### config.mk
export PLATFORM = sky130hd
export DESIGN_NAME = integer_to_radix_digits_unit_flat
export DESIGN_NICKNAME = d
export VERILOG_FILES = /design/src/ir2d_pkg.sv /design/src/ir2d_if.sv /design/src/ir2d_divider.sv /design/src/ir2d_digit_store.sv /design/src/integer_to_radix_digits_unit.sv /design/src/flat_wrapper.sv
export SDC_FILE = /design/constraint.sdc
export NUM_CORES = 1
export LEC_CHECK = 0
export BUFFER_PORTS_ARGS = -buffer_cell sky130_fd_sc_hd__buf_2
export CAP_MARGIN = 20
export CORE_AREA = 2 2 154 156
export CTS_CLUSTER_SIZE = 20
export DETAILED_ROUTE_END_ITERATION = 10
export DIE_AREA = 0 0 156 158
export GPL_TIMING_DRIVEN = 0
export SLEW_MARGIN = 40
export SYNTH_ARGS = -nofsm -noshare
export SYNTH_HDL_FRONTEND = slang
export SYNTH_SLANG_ARGS = --single-unit
### constraint.sdc
create_clock -name clk -period 13.8 [get_ports clk]
set_input_delay 2.07 -clock clk [delete_from_list [all_inputs] [get_ports clk]]
set_output_delay 2.07 -clock clk [all_outputs]
set_load 0.03 [all_outputs]
### src/ir2d_pkg.sv
`default_nettype none

package ir2d_pkg;

  // ascii anchors for digit characters
  localparam logic [6:0] CHAR_ZERO  = 7'd48;
  localparam logic [6:0] CHAR_ALPHA = 7'd65;
  localparam logic [3:0] DEC_LIMIT  = 4'd9;

  // base register limits and reset
  localparam logic [4:0] RADIX_MIN   = 5'd2;
  localparam logic [4:0] RADIX_MAX   = 5'd16;
  localparam logic [4:0] RADIX_RESET = 5'd2;

  // quotient bits resolved by the divider per cycle
  localparam int STEP_BITS = 8;

  // sequencer states
  typedef enum logic [3:0] {
    ST_IDLE = 4'b0001,
    ST_DIV  = 4'b0010,
    ST_READ = 4'b0100,
    ST_SHOW = 4'b1000
  } state_t;

  // divider status towards the sequencer
  typedef struct packed {
    logic       done;
    logic [3:0] rem;
  } div_stat_t;

  // clamp the base register into 2..16
  function automatic logic [4:0] sat_radix(input logic [4:0] r);
    logic [4:0] res;
    res = r;
    if (r < RADIX_MIN) res = RADIX_MIN;
    if (r > RADIX_MAX) res = RADIX_MAX;
    return res;
  endfunction

  // digit value to ascii character
  function automatic logic [6:0] to_ascii(input logic [3:0] d);
    logic [6:0] res;
    if (d <= DEC_LIMIT) res = CHAR_ZERO + {3'd0, d};
    else res = CHAR_ALPHA + {3'd0, d} - 7'd10;
    return res;
  endfunction

endpackage

`default_nettype wire

### src/ir2d_if.sv
`default_nettype none

// input beat: one value to convert
interface ir2d_in_if #(parameter int VALUE_WIDTH = 30);
  logic                   valid;
  logic                   ready;
  logic [VALUE_WIDTH-1:0] value;
  modport source (output valid, output value, input ready);
  modport sink   (input valid, input value, output ready);
endinterface

// output beat: one digit character
interface ir2d_out_if;
  logic       valid;
  logic       ready;
  logic [6:0] digit_char;
  logic       last_digit;
  modport source (output valid, output digit_char, output last_digit, input ready);
  modport sink   (input valid, input digit_char, input last_digit, output ready);
endinterface

// configuration write: the base register
interface ir2d_cfg_if;
  logic       valid;
  logic       ready;
  logic [4:0] radix;
  modport source (output valid, output radix, input ready);
  modport sink   (input valid, input radix, output ready);
endinterface

`default_nettype wire

### src/ir2d_divider.sv
`default_nettype none

module ir2d_divider #(
  parameter int VALUE_WIDTH = 30
) (
  input  wire logic                   clk,
  input  wire logic                   rst,
  input  wire logic                   start,
  input  wire logic [VALUE_WIDTH-1:0] dividend,
  input  wire logic [4:0]             base,
  output      logic [VALUE_WIDTH-1:0] quotient,
  output      ir2d_pkg::div_stat_t    stat
);

  localparam int STEP   = ir2d_pkg::STEP_BITS;
  localparam int CHUNKS = (VALUE_WIDTH + STEP - 1) / STEP;
  localparam int PAD_W  = CHUNKS * STEP;
  localparam int CNT_W  = $clog2(CHUNKS + 1);

  logic [PAD_W-1:0] acc;
  logic [PAD_W-1:0] acc_next;
  logic [3:0]       rem;
  logic [3:0]       rem_next;
  logic [CNT_W-1:0] cnt;
  logic             running;
  logic             done;

  // restoring long division, several quotient bits a cycle
  always_comb begin
    logic [4:0] t;
    acc_next = acc;
    rem_next = rem;
    for (int i = 0; i < STEP; i++) begin
      t = {rem_next, acc_next[PAD_W-1]};
      acc_next = {acc_next[PAD_W-2:0], 1'b0};
      if (t >= base) begin
        t = t - base;
        acc_next[0] = 1'b1;
      end
      rem_next = t[3:0];
    end
  end

  // chunk counter and working registers
  always_ff @(posedge clk) begin
    if (rst) begin
      running <= 1'b0;
      done    <= 1'b0;
      cnt     <= '0;
    end else if (start) begin
      running <= 1'b1;
      done    <= 1'b0;
      cnt     <= CNT_W'(CHUNKS);
    end else if (running) begin
      cnt <= cnt - 1'b1;
      if (cnt == CNT_W'(1)) begin
        running <= 1'b0;
        done    <= 1'b1;
      end
    end else begin
      done <= 1'b0;
    end
  end

  always_ff @(posedge clk) begin
    if (start) begin
      acc <= PAD_W'(dividend);
      rem <= '0;
    end else if (running) begin
      acc <= acc_next;
      rem <= rem_next;
    end
  end

  assign quotient  = acc[VALUE_WIDTH-1:0];
  assign stat.done = done;
  assign stat.rem  = rem;

endmodule

`default_nettype wire

### src/ir2d_digit_store.sv
`default_nettype none

module ir2d_digit_store #(
  parameter int DEPTH = 30,
  parameter int AW    = 5
) (
  input  wire logic          clk,
  input  wire logic          we,
  input  wire logic [AW-1:0] waddr,
  input  wire logic [3:0]    wdata,
  input  wire logic          re,
  input  wire logic [AW-1:0] raddr,
  output      logic [3:0]    rdata
);

  logic [3:0] mem [DEPTH];

  // remainder write, least significant first
  always_ff @(posedge clk) begin
    if (we) mem[waddr] <= wdata;
  end

  // registered read
  always_ff @(posedge clk) begin
    if (re) rdata <= mem[raddr];
  end

endmodule

`default_nettype wire

### src/integer_to_radix_digits_unit.sv
`default_nettype none

// Converts an unsigned VALUE_WIDTH-bit integer into its digits in the base held
// in the radix register (2 to 16; smaller values act as 2, larger as 16) and
// sends them most significant first as ascii characters '0'-'9', 'A'-'F', one
// beat per digit, last_digit set on the final one. Zero gives the single digit
// '0'. Digits come from repeated division by one shared divider that resolves
// eight quotient bits a cycle. Each remainder goes into a small digit memory,
// from which the digits are then read back, and no new value is taken until
// its last digit has been delivered. The radix register may be written only
// while the unit is idle.
module integer_to_radix_digits_unit #(
  parameter int VALUE_WIDTH = 30
) (
  input wire logic       clk,
  input wire logic       rst,
  ir2d_cfg_if.sink       cfg,
  ir2d_in_if.sink        din,
  ir2d_out_if.source     dout
);

  localparam int CW = $clog2(VALUE_WIDTH + 1);
  localparam int AW = $clog2(VALUE_WIDTH);

  ir2d_pkg::state_t    state;
  logic [4:0]          radix;
  logic [CW-1:0]       digit_count;
  logic [CW-1:0]       count_inc;
  logic [AW-1:0]       rd_idx;
  logic                in_fire;
  logic                out_fire;
  logic                div_start;
  logic                step_done;
  logic [VALUE_WIDTH-1:0] div_quo;
  logic [VALUE_WIDTH-1:0] dividend;
  ir2d_pkg::div_stat_t div_stat;
  logic [3:0]          rd_data;

  // base register
  assign cfg.ready = 1'b1;
  always_ff @(posedge clk) begin
    if (rst) radix <= ir2d_pkg::RADIX_RESET;
    else if (cfg.valid) radix <= cfg.radix;
  end

  // handshakes
  assign din.ready = (state == ir2d_pkg::ST_IDLE);
  assign in_fire   = din.valid && din.ready;
  assign out_fire  = dout.valid && dout.ready;
  assign step_done = (state == ir2d_pkg::ST_DIV) && div_stat.done;

  // divider launch on a new value or on a non-zero quotient
  assign div_start = in_fire || (step_done && div_quo != '0);
  assign dividend  = (state == ir2d_pkg::ST_IDLE) ? din.value : div_quo;

  ir2d_divider #(
    .VALUE_WIDTH (VALUE_WIDTH)
  ) u_div (
    .clk      (clk),
    .rst      (rst),
    .start    (div_start),
    .dividend (dividend),
    .base     (ir2d_pkg::sat_radix(radix)),
    .quotient (div_quo),
    .stat     (div_stat)
  );

  // digit count saturates at the store depth
  assign count_inc = (digit_count < CW'(VALUE_WIDTH)) ? digit_count + 1'b1 : digit_count;

  ir2d_digit_store #(
    .DEPTH (VALUE_WIDTH),
    .AW    (AW)
  ) u_store (
    .clk   (clk),
    .we    (step_done && digit_count < CW'(VALUE_WIDTH)),
    .waddr (digit_count[AW-1:0]),
    .wdata (div_stat.rem),
    .re    (state == ir2d_pkg::ST_READ),
    .raddr (rd_idx),
    .rdata (rd_data)
  );

  // sequencer
  always_ff @(posedge clk) begin
    if (rst) begin
      state       <= ir2d_pkg::ST_IDLE;
      digit_count <= '0;
      rd_idx      <= '0;
    end else begin
      case (state)
        ir2d_pkg::ST_IDLE: begin
          if (in_fire) begin
            state       <= ir2d_pkg::ST_DIV;
            digit_count <= '0;
          end
        end
        ir2d_pkg::ST_DIV: begin
          if (div_stat.done) begin
            digit_count <= count_inc;
            if (div_quo == '0) begin
              state  <= ir2d_pkg::ST_READ;
              rd_idx <= AW'(count_inc - 1'b1);
            end
          end
        end
        ir2d_pkg::ST_READ: begin
          state <= ir2d_pkg::ST_SHOW;
        end
        ir2d_pkg::ST_SHOW: begin
          if (out_fire) begin
            if (rd_idx == '0) begin
              state <= ir2d_pkg::ST_IDLE;
            end else begin
              state  <= ir2d_pkg::ST_READ;
              rd_idx <= rd_idx - 1'b1;
            end
          end
        end
        default: begin
          state <= ir2d_pkg::ST_IDLE;
        end
      endcase
    end
  end

  // output beat straight from the registered store read
  assign dout.valid      = (state == ir2d_pkg::ST_SHOW);
  assign dout.digit_char = ir2d_pkg::to_ascii(rd_data);
  assign dout.last_digit = (rd_idx == '0);

  // checks
  a_count_bound: assert property (@(posedge clk) disable iff (rst)
    digit_count <= CW'(VALUE_WIDTH))
    else $error("digit count beyond store depth");

  a_accept_to_div: assert property (@(posedge clk) disable iff (rst)
    in_fire |=> state == ir2d_pkg::ST_DIV)
    else $error("accepted value did not start division");

  a_zero_quo_read: assert property (@(posedge clk) disable iff (rst)
    (step_done && div_quo == '0) |=> state == ir2d_pkg::ST_READ)
    else $error("final quotient did not start read-out");

  a_last_to_idle: assert property (@(posedge clk) disable iff (rst)
    (out_fire && dout.last_digit) |=> state == ir2d_pkg::ST_IDLE)
    else $error("unit not idle after last digit");

  a_no_done_idle: assert property (@(posedge clk) disable iff (rst)
    (state == ir2d_pkg::ST_SHOW || state == ir2d_pkg::ST_READ) |-> !div_stat.done)
    else $error("divider finished during read-out");

endmodule

`default_nettype wire
### src/flat_wrapper.sv
// flat-port wrapper written by rule: the top's interface ports become plain ports
module integer_to_radix_digits_unit_flat 
#(
  parameter int VALUE_WIDTH = 30
)
  (clk, rst, cfg_valid, cfg_radix, cfg_ready, din_valid, din_value, din_ready, dout_valid, dout_digit_char, dout_last_digit, dout_ready);
  ir2d_cfg_if cfg_i ();
  ir2d_in_if #(.VALUE_WIDTH(VALUE_WIDTH)) din_i ();
  ir2d_out_if dout_i ();
  input wire logic clk;
  input wire logic rst;
  input wire logic [$bits(cfg_i.valid)-1:0] cfg_valid;
  input wire logic [$bits(cfg_i.radix)-1:0] cfg_radix;
  output wire logic [$bits(cfg_i.ready)-1:0] cfg_ready;
  input wire logic [$bits(din_i.valid)-1:0] din_valid;
  input wire logic [$bits(din_i.value)-1:0] din_value;
  output wire logic [$bits(din_i.ready)-1:0] din_ready;
  output wire logic [$bits(dout_i.valid)-1:0] dout_valid;
  output wire logic [$bits(dout_i.digit_char)-1:0] dout_digit_char;
  output wire logic [$bits(dout_i.last_digit)-1:0] dout_last_digit;
  input wire logic [$bits(dout_i.ready)-1:0] dout_ready;
  assign cfg_i.valid = cfg_valid;
  assign cfg_i.radix = cfg_radix;
  assign cfg_ready = cfg_i.ready;
  assign din_i.valid = din_valid;
  assign din_i.value = din_value;
  assign din_ready = din_i.ready;
  assign dout_valid = dout_i.valid;
  assign dout_digit_char = dout_i.digit_char;
  assign dout_last_digit = dout_i.last_digit;
  assign dout_i.ready = dout_ready;
  integer_to_radix_digits_unit #(.VALUE_WIDTH(VALUE_WIDTH)) u_core (.clk(clk), .rst(rst), .cfg(cfg_i), .din(din_i), .dout(dout_i));
endmodule
==> metrics <==
number of global-route vias before repair 6119; ant diodes 0; clock latency on the worst-skew pair 440 ps; WP depth 50; Worst path slowest cell mux2i_1; Fin Clk Skew 14.02 ps; DR top layer met4; slew margin rel. 55.48%; area delta synth->final 13.50%; CP top delay family compound AO/OA/AOI/OAI gates; Fillers 2038; Hold WS 511.6 ps; worst r2r path cells 50; Syn Nets 839; Worst EP arrival 13200 ps; worst hold path class flip-flop to flip-flop; GRT Overall Usage 17.84%; Post-Syn Instances 742; post-route clock period utilization 93.23%; row cnt 56; Initial Util 42.35%; metal3 WL 948 um; RD Place Congestion 0.7826; Post-Route WL 21250 um; Setup-failing EPs final 0; Mapped Avg Cell Area 13.16 um2; CTS tree yes; initial antenna violation count 0; Nets 907; Top FF cell, synth edfxtp_1; H-tree depth 4; CTS Sinks 184; register area 5230 um2; Data required, critical path 14130 ps; layout cells sized above 1 23.94%; setup TNS 0 ps; Worst Hold Depth 2; Mapped Area 9762 um2; Max stage delay on crit path 430 ps; TritonCTS Buffers 17; status completed; number of synthesized register bits 184; max_cap viols 0; Met1 Wirelength 9940 um; Multi-input gate area 4254 um2; die height 158 um; sequential share of the synthesized area 53.52%; met2 wire length 10170 um; Antenna Nets Post-Route 0; DRC 0; fin crit period 12870 ps; vias 6171; Post-synth EDFFs 154; full die area 24650 um2; Critical Path End Type flip-flop; CTS root buf clkbuf_16; pin count of the biggest net entering global routing 35; crit start category flip-flop; DR pass1 iterations 5; Placed Cells incl. Taps 1081; Crit Path Class flip-flop to flip-flop; final max-slew violation count 0; Starting DRT DRC Count 541; routed len/inst 19.09 um; Detailed Place HPWL 15520 um; Critical Path Most Common Cell ha_1; CTS clk-pin slew, worst paths 80 ps; quantity of I/O buffers inserted on ports 48; Synth warnings 0; worst path bufs/invs 5; first-pass GRT wire length 33420 um; Final Non-Filler Cells 1113; Final Hold Viols 0; setup repair bufs after CTS 0; clk buf depth 2; GRT overflow 0; Core Area 23050 um2; Unique masters post-synth 72; RSZ-0062 raised after global routing false; worst-path maximum fanout 12; die width 156 um; Vias/cell 5.544; Ports 51; f_max 0.07773 GHz; worst-margin pin slew 667.8 ps; Post-synth ARST share 0%
area by class of cell:
cell class	instances	area share [%]
plain buffers	26	1.784
clock buffers	17	3.840
clock inverters	15	1.796
inverters	37	1.400
multi-input cells	495	38.40
flip-flops and latches	184	47.20
well taps	290	3.275
repair buffers	49	2.304
Yosys cell counts (2+ instances only):
cell type | n | share of area, %
buf_6 | 5 | 0.58
nor3_1 | 9 | 0.46
mux4_2 | 34 | 7.8
inv_1 | 36 | 1.4
o21ai_1 | 4 | 0.21
nor3b_1 | 2 | 0.15
nand3_1 | 8 | 0.41
mux4_1 | 2 | 0.54
o22ai_1 | 2 | 0.13
and2_1 | 3 | 0.19
a21o_1 | 8 | 0.62
nor4_1 | 7 | 0.45
o211ai_1 | 7 | 0.54
or3_1 | 6 | 0.38
nand4_1 | 4 | 0.26
buf_2 | 4 | 0.21
buf_4 | 2 | 0.15
nand2b_1 | 6 | 0.38
edfxtp_1 | 154 | 47
a211oi_1 | 6 | 0.46
xnor2_1 | 9 | 0.81
xor2_1 | 8 | 0.72
a2111oi_2 | 2 | 0.31
o21a_1 | 11 | 0.85
o21ai_0 | 27 | 1.4
nor2_1 | 81 | 3.1
mux2i_1 | 18 | 1.8
o31ai_1 | 2 | 0.15
ha_1 | 49 | 6.3
and4_1 | 4 | 0.36
dfxtp_1 | 30 | 6.2
mux2_2 | 39 | 4.5
o31a_1 | 5 | 0.45
fa_1 | 8 | 1.6
nand3b_1 | 4 | 0.31
nand2_1 | 41 | 1.6
or4_1 | 2 | 0.15
a31oi_1 | 6 | 0.38
a311oi_1 | 2 | 0.18
clkbuf_1 | 9 | 0.35
clkbuf_8 | 5 | 0.70
a21oi_1 | 29 | 1.5
nor2b_1 | 10 | 0.64
a21boi_0 | 3 | 0.23
o221ai_1 | 2 | 0.18
repair_timing:
action                     in CTS  in global routing
setup endpoints to repair       0                  5
hold buffers                    0                  0
resized for setup               0                 12
worst reg2reg max path: cells and delay by family (launching register included):
family / cells / cell delay (ps)
flip-flops: 1 / 410
multiplexers: 4 / 1580
adder cells (fa/ha/maj): 8 / 2730
buffers and inverters: 5 / 860
AND/OR/NAND/NOR: 8 / 1660
AO/OA/AOI/OAI: 25 / 5530
state kept, by name (all words and copies together), names as in the netlist:
signal and cells:
u_core.digit_count 5, u_core.radix 5, u_core.rd_idx 5, u_core.state 4, u_core.u_div.acc 32, u_core.u_div.cnt 3
u_core.u_div.done 1, u_core.u_div.rem 4, u_core.u_div.running 1, u_core.u_store.mem 120, u_core.u_store.rdata 4
metal layers:
metal	GRT usage [%]	up-vias
li1	-	2971
met1	24.84	3046
met2	29.10	137
met3	3.258	17
met4	4.456	0
met5	0	-
cells in the final DEF, fill, tap and decap left out, drive strengths merged, types with 5 or more instances in the layout:
cell type	instances
a31oi	6
o211ai	7
or3	6
mux2i	18
nor2	81
nand3	8
fa	8
nor4	7
nand2b	6
mux2	39
edfxtp	154
o21ai	31
mux4	36
ha	49
nor2b	10
o31a	5
clkbuf	31
dfxtp	30
a21oi	29
clkinv	6
a21o	8
buf	61
xnor2	9
nor3	9
xor2	8
inv	45
a211oi	6
o21a	11
nand2	41
per-stage QoR:
| stage | util (%) | worst slack (ps) | cell area (um2) |
|---|---|---|---|
| floorplan | - | 1971 | 9762 |
| global route | 48.06 | 31.85 | 11080 |
| CTS | 47.86 | 208.2 | 11030 |
| detailed placement | 45.15 | 303.9 | 10410 |
| finish | 48.06 | 934.6 | 11080 |
| global placement | 44.96 | -923.8 | 10360 |
cell families after synthesis:
kind of cell,count (synthesis),synth area share (%)
compound gates,131,9.036
xor+xnor,17,1.525
fa+ha+maj,57,7.921
buf+inv,63,3.576
flops,184,53.52
mux,93,14.73
other cells,1,0.03841
simple gates,196,9.651
worst paths after layout:
path	from	to	slack (ps)
hold / removal	u_core.u_div.done$_SDFFE_PP0P_	u_core.u_div.done$_SDFFE_PP0P_	510
setup / recovery	u_core.radix[4]$_SDFFE_PP0P_	u_core.u_div.rem[3]$_SDFFE_PN0P_	930
setup reg to reg	u_core.radix[4]$_SDFFE_PP0P_	u_core.u_div.rem[3]$_SDFFE_PN0P_	930
hold reg to reg	u_core.u_div.done$_SDFFE_PP0P_	u_core.u_div.done$_SDFFE_PP0P_	510
Power is left out: the tool's default activity adds up to more than one toggle a clock period on the data nets, which glitch-free logic cannot reach.
